[src/hdl/ecpa_pkg.sv]
// ----------------------------------------------------------------------------
// ecpa_pkg
// Shared types, register indexes and fixed-point constants of the European
// call payoff accumulator.
// ----------------------------------------------------------------------------
package ecpa_pkg;

  localparam int unsigned CFG_IDX_W  = 3;
  localparam int unsigned CFG_DATA_W = 32;

  // register indexes
  localparam logic [CFG_IDX_W-1:0] REG_SPOT     = 3'd0;
  localparam logic [CFG_IDX_W-1:0] REG_STRIKE   = 3'd1;
  localparam logic [CFG_IDX_W-1:0] REG_MATURITY = 3'd2;
  localparam logic [CFG_IDX_W-1:0] REG_RATE     = 3'd3;
  localparam logic [CFG_IDX_W-1:0] REG_VOL      = 3'd4;
  localparam logic [CFG_IDX_W-1:0] REG_COUNT    = 3'd5;

  // register reset values
  localparam logic [31:0]        SPOT_RST     = 32'd6553600;
  localparam logic [31:0]        STRIKE_RST   = 32'd6553600;
  localparam logic [23:0]        MATURITY_RST = 24'd65536;
  localparam logic signed [17:0] RATE_RST     = 18'sd3277;
  localparam logic [17:0]        VOL_RST      = 18'd13107;
  localparam logic [31:0]        COUNT_RST    = 32'd1;

  // fixed-point constants
  localparam logic [31:0]        PRICE_MAX = 32'hFFFF_FFFF;
  localparam logic [31:0]        ONE_Q30   = 32'd1073741824;
  localparam logic [30:0]        LOG2E_Q30 = 31'd1549082005;
  localparam logic [29:0]        LN2_Q30   = 30'd744261118;
  localparam logic signed [23:0] X_LIMIT   = 24'sd4194304;
  localparam logic [3:0]         HORNER_K0 = 4'd12;

  typedef struct packed {
    logic [31:0]        spot;
    logic [31:0]        strike;
    logic [23:0]        maturity;
    logic signed [17:0] rate;
    logic [17:0]        vol;
    logic [31:0]        count;
  } ecpa_cfg_t;

  // queue head as seen by the back end
  typedef struct packed {
    logic              valid;
    logic signed [15:0] sample;
  } ecpa_head_t;

endpackage

[src/hdl/ecpa_sample_if.sv]
// ----------------------------------------------------------------------------
// ecpa_sample_if
// Request channel carrying one standard normal sample.
// ----------------------------------------------------------------------------
interface ecpa_sample_if;
  logic               valid;
  logic               ready;
  logic signed [15:0] normal_sample;

  modport source (output valid, output normal_sample, input ready);
  modport sink (input valid, input normal_sample, output ready);
endinterface

[src/hdl/ecpa_front.sv]
// ----------------------------------------------------------------------------
// ecpa_front
// Input side: accepts sample requests into a two-entry queue that the back
// end drains at its own pace.
// ----------------------------------------------------------------------------
module ecpa_front
  import ecpa_pkg::*;
(
  input  logic         clk,
  input  logic         rst,
  ecpa_sample_if.sink  sample_in,
  output ecpa_head_t   head,
  input  logic         pop
);

  logic signed [15:0] slot [2];
  logic               wr_ptr;
  logic               rd_ptr;
  logic [1:0]         count;
  logic               push;
  logic               take;

  assign sample_in.ready = (count != 2'd2);
  assign push = sample_in.valid && sample_in.ready;
  assign take = pop && (count != 2'd0);

  assign head.valid  = (count != 2'd0);
  assign head.sample = slot[rd_ptr];

  // store incoming samples
  always_ff @(posedge clk) begin
    if (push) begin
      slot[wr_ptr] <= sample_in.normal_sample;
    end
  end

  // advance pointers and fill count
  always_ff @(posedge clk) begin
    if (rst) begin
      wr_ptr <= 1'b0;
      rd_ptr <= 1'b0;
      count  <= 2'd0;
    end else begin
      if (push) wr_ptr <= ~wr_ptr;
      if (take) rd_ptr <= ~rd_ptr;
      count <= count + {1'b0, push} - {1'b0, take};
    end
  end

endmodule

[src/flat_wrapper.sv]
// flat-port wrapper written by rule: the top's interface ports become plain ports
module ecpa_front_flat import ecpa_pkg::*;
  (clk, rst, head, pop, sample_in_valid, sample_in_normal_sample, sample_in_ready);
  ecpa_sample_if sample_in_i ();
  input  logic clk;
  input  logic rst;
  output ecpa_head_t head;
  input  logic pop;
  input wire logic [$bits(sample_in_i.valid)-1:0] sample_in_valid;
  input wire logic [$bits(sample_in_i.normal_sample)-1:0] sample_in_normal_sample;
  output wire logic [$bits(sample_in_i.ready)-1:0] sample_in_ready;
  assign sample_in_i.valid = sample_in_valid;
  assign sample_in_i.normal_sample = sample_in_normal_sample;
  assign sample_in_ready = sample_in_i.ready;
  ecpa_front u_core (.clk(clk), .rst(rst), .sample_in(sample_in_i), .head(head), .pop(pop));
endmodule
[config.mk]
export PLATFORM = sky130hd
export DESIGN_NAME = ecpa_front_flat
export DESIGN_NICKNAME = d
export VERILOG_FILES = /design/src/hdl/ecpa_pkg.sv /design/src/hdl/ecpa_sample_if.sv /design/src/hdl/ecpa_front.sv /design/src/flat_wrapper.sv
export SDC_FILE = /design/constraint.sdc
export NUM_CORES = 1
export LEC_CHECK = 0
export BUFFER_PORTS_ARGS = -buffer_cell sky130_fd_sc_hd__buf_2
export CAP_MARGIN = 10
export CORE_UTILIZATION = 32
export DETAILED_ROUTE_END_ITERATION = 12
export PLACE_DENSITY = 0.64
export RECOVER_POWER = 25
export SLEW_MARGIN = 20
export SYNTH_ARGS = -nofsm -noshare
export SYNTH_HDL_FRONTEND = slang
export SYNTH_SLANG_ARGS = --single-unit
[constraint.sdc]
create_clock -name clk -period 2.5 [get_ports clk]
set_input_delay 0.5 -clock clk [delete_from_list [all_inputs] [get_ports clk]]
set_output_delay 0.5 -clock clk [all_outputs]
set_load 0.005 [all_outputs]
==> summary.md, run 1 <==
| Metric | Value |
|---|---|
| Compound-cell area share of the yosys netlist | 0.008696 |
| Setup TNS | 0 ps |
| Nets | 142 |
| Non-filler cells, final | 173 |
| Total Routing Usage GR | 0.1079 |
| Gates resized, CTS repair | 0 |
| Simple-gate portion of the synthesized area | 0.04609 |
| DRT antenna net count | 0 |
| Leak pwr | 0.6915 nW |
| Crit. End Element | output port |
| First-pass DRT Iterations | 4 |
| Synth Instances | 76 |
| Critical path class | reg -> out |
| Power Dens Cells | 956.8 nW/um2 |
| Final Hold Viols | 0 |
| Die Y | 69.06 um |
| Commonest non-fill, non-tap cell in the layout | edfxtp_1 |
| Per-cell routed wire length | 13.38 um |
| Post-Synth XOR/XNOR Area | 0.01826 |
| Total Power | 1.683 mW |
| ANT cells | 0 |
| Final Setup Violations | 0 |
| IO Pins | 38 |
| Num CTS Buffers | 5 |
| DP Wirelength | 1.601 mm |
| Post-layout minimum cycle time | 1962 ps |
| CTS H-tree depth | 2 |
| Hold-fix buffers at CTS | 0 |
| Pins Over Slew Limit | 0 |
| Crit path launch type | register |
| Initial antenna violation count | 0 |
| Critical path data arrival time | 1460 ps |
| Routability cong. | 0.6445 |
| WL final | 2.315 mm |
| Die area | 4769 um2 |
| Syn Area/Cell | 18.93 um2 |
| Peak Freq | 0.5098 GHz |
| Placed cells | 165 |
| DRC | 0 |
| Mux share of post-synthesis cell area | 0.1513 |
| Area growth syn-to-layout | 22.26% |
| Die X | 69.06 um |
| Final hold slack | 404.2 ps |
| Main combinational cell family by area after synthesis | multiplexers |
| Combinational share of power | 0.275 |
| Starting density of the core | 0.3328 |
| Cell area after synthesis | 1439 um2 |
| Switching Share | 0.2608 |
| Layout cell share with drive strength beyond 1 | 0.4380 |
| Grt ovf | 0 |
| Reg clk slew, reported paths | 70 ps |
| Post-CTS setup buffers | 0 |
| Cell Rows | 24 |
| Met3 usage | 0.04240 |
| Global-route wire length before repair | 3.829 mm |
| Sequential Power Share | 0.495 |
| Clock Sink Count | 37 |
| Synth Area in Adders | 0.01739 |
| Worst skew pair latency | 280 ps |
| Clock power share | 0.231 |
| Clk_skew | 5.560 ps |
| Peak VDD IR | 0.3671 mV |
| Net Count, Synth | 98 |
| WP data required | 2000 ps |
| Largest net degree at the start of global routing | 17 |
| Max Root-Sink Buffers | 2 |
| CP Cell Sequence | buf_4 -> mux2_1 -> buf_2 |
| Status | complete, no violations |
| Least-Margin Pin Slew | 800.2 ps |
| Core Footprint | 4324 um2 |
| Number of global-route vias before repair | 815 |
| Total number of vias | 771 |
| Share of the synthesized area in the top cell type | 0.6678 |
| Post-synth cell types | 18 |
| Yosys warns | 0 |
| CP Max Fanout | 12 |
| Root buf cell | clkbuf_8 |
| Slew margin rel. | 0.4666 |
| M1 GR Usage | 0.1311 |
| Max stage delay on crit path | 430 ps |
| Sequential area share after synthesis | 0.7374 |
| Worst path top cell family by delay | flip-flops |
| Hold Crit Class | in -> reg |
| IO buf count | 37 |
| Busiest grt layer | met2 |
| CTS tree | built |
| Yosys top cell by area | edfxtp_1 |
| NetSw | 439.1 uW |
| 1st-iter DRT viols | 45 |
| RSZ-0062 raised after global routing | false |
| Most used cells in the layout excluding fill and tap cells | 32 x edfxtp_1, 31 x buf_2, 10 x mux2_4 |
| Via density | 4.457 |
| Final period utilization | 0.7847 |
| Met2 Track Usage GR | 0.1694 |
| Main area contributors after synthesis | edfxtp_1 67%, mux2_4 10%, dfxtp_1 7.0% |
| Int Power | 1.244 mW |
| Synthesis-stage register bit count | 37 |
| CP max stage cell | dfxtp_1 |
| WP buf/inv | 2 |
| Max_cap viols | 0 |
-- cell usage after synthesis --
cell type,instances
dfxtp_1,5
inv_1,2
nor2b_1,2
and3_1,1
ha_1,2
mux2_1,6
or2_2,1
mux2_4,10
o21a_1,1
buf_6,2
edfxtp_1,32
nand2b_1,2
and2_4,1
xor2_1,1
o21ai_1,1
xnor2_1,2
nand3_1,1
nor2_1,4
-- state kept, by name (all words and copies together) (netlist names), named ones only --
register and flops:
u_core.wr_ptr 1, u_core.slot 32, u_core.count 2, u_core.rd_ptr 1
-- kinds of logic after synthesis --
logic type | Yosys count
flops | 37
fa+ha+maj | 2
buf+inv | 4
xor+xnor | 3
simple gates | 12
mux | 16
compound gates | 2
-- path summary, 6_finish.rpt --
path / slack (ps) / start / cells past startpoint / endpoint
min: 400 / sample_in_normal_sample[0] / 1 / u_core.slot[0][0]
max reg2reg: 890 / u_core.count[0] / 2 / u_core.slot[1][4]
min reg2reg: 520 / u_core.rd_ptr / 2 / u_core.rd_ptr
max: 540 / register / 3 / head[3]
-- power by group through the flow --
stage | combinational (mW) | sequential (mW) | clock (mW)
after detailed placement | 0.475 | 0.847 | 0
after floorplan | 0.335 | 0.828 | 0
after global routing | 0.520 | 0.846 | 0.426
after CTS | 0.477 | 0.833 | 0.406
final | 0.462 | 0.833 | 0.388
after global placement | 0.468 | 0.841 | 0
-- area by class of cell --
class	count	area, um2
clock buffers	6	72.57
clock inverters	2	10.01
fillers	427	2565
inverters	2	7.507
multi-input cells	35	350.3
flip-flops and latches	37	1061
well taps	52	65.06
repair buffers	39	192.7
-- stage by stage --
stage | cell area (um2) | utilization | worst slack (ps)
2_1_floorplan | 1439 | - | 679.5
3_3_place_gp | 1684 | 0.3895 | 825.3
3_5_place_dp | 1684 | 0.3895 | 807.9
4_1_cts | 1767 | 0.4086 | 499.6
5_1_grt | 1759 | 0.4068 | 386.2
6_report | 1759 | 0.4068 | 538.3
-- routing by layer --
metal  part of all wire  routed length (um)
met3              0.056                 130
met5                  0                   0
met4              0.012                  27
met2               0.47                1090
met1               0.46                1066
Note: power is estimated with default switching activity, not from simulation.
==> run 2: changes to the inputs <==
--- a/config.mk
+++ b/config.mk
@@ -9,7 +9,7 @@
 export CAP_MARGIN = 10
 export CORE_UTILIZATION = 32
 export DETAILED_ROUTE_END_ITERATION = 12
-export PLACE_DENSITY = 0.64
+export PLACE_DENSITY = 0.66
 export RECOVER_POWER = 25
 export SLEW_MARGIN = 20
 export SYNTH_ARGS = -nofsm -noshare
==> constraint.sdc (replaced) <==
create_clock -name clk -period 1.7 [get_ports clk]
set_input_delay 0.34 -clock clk [delete_from_list [all_inputs] [get_ports clk]]
set_output_delay 0.34 -clock clk [all_outputs]
set_load 0.005 [all_outputs]
==> run 2 against run 1 <==
Die area is the same; clock skew rose by 2.3 ps; critical path depth is the same; global-route usage fell by 0.40 points; register-to-register slack got worse by 710 ps; worst setup slack worse by 480 ps; sequential share of layout area shrank 2.3 points; core utilization up 1.8 points; wire length shrank 3.5%; via count is 0.78% lower; count of clock-buffer cells in the layout is 1 lower; highest routed layer unchanged.
==> summary.md, run 2 (synthesis gave the netlist of run 1 again) <==
| Metric | Value |
|---|---|
| Global-route wire length before repair | 3.622 mm (-5.4%) |
| ANT cells | 0 (unchanged) |
| Num CTS Buffers | 5 (unchanged) |
| Total number of vias | 765 (-0.78%) |
| Routability cong. | 0.6493 (+0.74%) |
| Final Setup Violations | 0 (unchanged) |
| Pre-CTS WS | 141.3 ps (-666.5 ps) |
| DRT antenna net count | 0 (unchanged) |
| Worst skew pair latency | 290 ps (about the same) |
| Post-layout minimum cycle time | 1637 ps |
| Grt ovf | 0 (unchanged) |
| Busiest grt layer | met2 |
| Peak VDD IR | 0.7450 mV (+100%) |
| Total Routing Usage GR | 0.1039 (-0.004046) |
| Layout cell share with drive strength beyond 1 | 0.4553 (+0.01727) |
| Worst r2r path cells | 7 (+5) |
| Least-Margin Pin Slew | 240.5 ps (-559.6 ps) |
| 1st-iter DRT viols | 30 (-33%) |
| Worst R2R Start | u_core.count[1] |
| Final period utilization | 0.9630 |
| WP data required | 1360 ps (-640 ps) |
| Pins Over Slew Limit | 0 (unchanged) |
| RSZ-0062 raised after global routing | false |
| Crit path launch type | register |
| Met3 usage | 0.02339 (-0.01901) |
| Core Util, Final | 0.4248 (+0.01794) |
| Max Root-Sink Buffers | 2 (unchanged) |
| Largest register FFs | 32 (unchanged) |
| Critical path class | reg -> out |
| Post-CTS setup buffers | 0 (unchanged) |
| Power Dens Cells | 1411 nW/um2 (+47%) |
| Cell Rows | 24 (unchanged) |
| Final worst slack | 62.84 ps (-475.4 ps) |
| Nets | 144 (+1.4%) |
| CP Max Fanout | 7 (-5) |
| WL final | 2.233 mm (-3.5%) |
| Clk_skew | 7.847 ps (+2.287 ps) |
| CP max stage cell | dfxtp_4 |
| IO buf count | 37 (unchanged) |
| Area growth syn-to-layout | 27.65% |
| IO Pins | 38 (unchanged) |
| Initial antenna violation count | 0 (unchanged) |
| DRC | 0 (unchanged) |
| Largest Register | u_core.slot |
| First-pass DRT Iterations | 2 (-2) |
| Clock Sink Count | 37 (unchanged) |
| Max_cap viols | 0 (unchanged) |
| DP Wirelength | 1.606 mm (+0.31%) |
| Crit path to | head[4] |
| Status | complete, no violations |
| Root buf cell | clkbuf_8 |
| Setup TNS | 0 ps (unchanged) |
| Peak Freq | 0.6108 GHz |
| Starting density of the core | 0.3328 (unchanged) |
| Multi-input gate area | 350.3 um2 (unchanged) |
| Worst R2R Setup Slack | 180 ps (-710 ps) |
| Die X | 69.06 um (unchanged) |
| Met2 Track Usage GR | 0.1715 (+0.002157) |
| Slew margin rel. | 0.8389 (+0.3723) |
| Die area | 4769 um2 (unchanged) |
| CTS tree | built |
| Most used cells in the layout excluding fill and tap cells | 32 x edfxtp_1, 31 x buf_2, 10 x mux2_4 |
| Max stage delay on crit path | 400 ps (-30 ps) |
| Die Y | 69.06 um (unchanged) |
| Hold-fix buffers at CTS | 0 (unchanged) |
| Per-cell routed wire length | 12.76 um (-4.6%) |
| Number of global-route vias before repair | 808 (-0.86%) |
| Critical path data arrival time | 1300 ps (-160 ps) |
| Fillcell total | 406 (-4.9%) |
| Reg2reg end | u_core.count[1] |
| CTS H-tree depth | 2 (unchanged) |
| Crit. End Element | output port |
| Commonest non-fill, non-tap cell in the layout | edfxtp_1 |
| Leak pwr | 0.7193 nW (+4.0%) |
| Register Area | 1065 um2 (+0.35%) |
| Core Footprint | 4324 um2 (unchanged) |
| M1 GR Usage | 0.1092 (-0.02191) |
| Largest net degree at the start of global routing | 15 (-2) |
| Via density | 4.371 (-1.9%) |
| Final Hold Viols | 0 (unchanged) |
| CP Cell Sequence | buf_12 -> mux2_1 -> buf_2 |
| Reg clk slew, reported paths | 70 ps (about the same) |
| Hold Crit Class | in -> reg |
| Regs by FF count | u_core.slot: 32 flops, u_core.count: 2 flops |
[run 2: changes by cell type in the layout (fill, tap and decap cells not counted)]
cell	delta
dfxtp_4	+1
buf_4	-2
clkinv_4	+1
clkbuf_16	+1
clkbuf_1	-1
clkinv_2	-1
dfxtp_1	-1
clkinv_1	+1
buf_12	+3
[run 2: area by class of cell]
| cell class | instances | share of cell area |
|---|---|---|
| Inverter | 2 | 0.004087 |
| Tap cell | 52 | 0.03542 |
| Multi-Input combinational cell | 35 | 0.1907 |
| Clock inverter | 3 | 0.009537 |
| Timing Repair Buffer | 41 | 0.1431 |
| Clock buffer | 5 | 0.03747 |
| Sequential cell | 37 | 0.5797 |
[run 2: metrics by stage]
step	power, mW	area, um2	hold slack [ps]	instances
after global placement	1.974	1729	485.9	166
after floorplan	1.711	1441	411.6	76
after CTS	2.585	1817	227.0	174
after global routing	2.745	1837	227.2	175
after detailed placement	2.007	1729	496.3	166
final	2.592	1837	237.9	175
[run 2: where the power goes]
group          leakage (nW)  total (mW)  internal (mW)  switching [mW]
logic                 0.333       0.781          0.473           0.307
clock network        0.0455       0.573          0.282           0.290
registers             0.341        1.24           1.16          0.0741
total                 0.719        2.59           1.92           0.672
[run 2: repair_timing]
action                     4_1_cts  5_1_grt
gates cloned                     0        1
setup endpoints to repair       14        5
resized for setup                1        1
[run 2: per-layer routing]
layer,part of all wire,wire length [um]
met3,0.054,121
met5,0,0
met2,0.51,1130
met1,0.40,888
met4,0.042,93
[run 2: how the worst min path moves through the flow]
stage	end	from	cells past startpoint
final	u_core.slot[1][2]	sample_in_normal_sample[2]	1
after floorplan	u_core.count[0]	rst	1
after global placement	u_core.wr_ptr	u_core.wr_ptr	2
after detailed placement	u_core.wr_ptr	u_core.wr_ptr	2
after CTS	u_core.slot[1][3]	sample_in_normal_sample[3]	1
after global routing	u_core.slot[1][13]	sample_in_normal_sample[13]	1
[run 2: critical path, delay by kind of cell (launching register included)]
kind     cells  cell delay [ps]
flops        1              400
buf+inv      2              270
mux          1              340
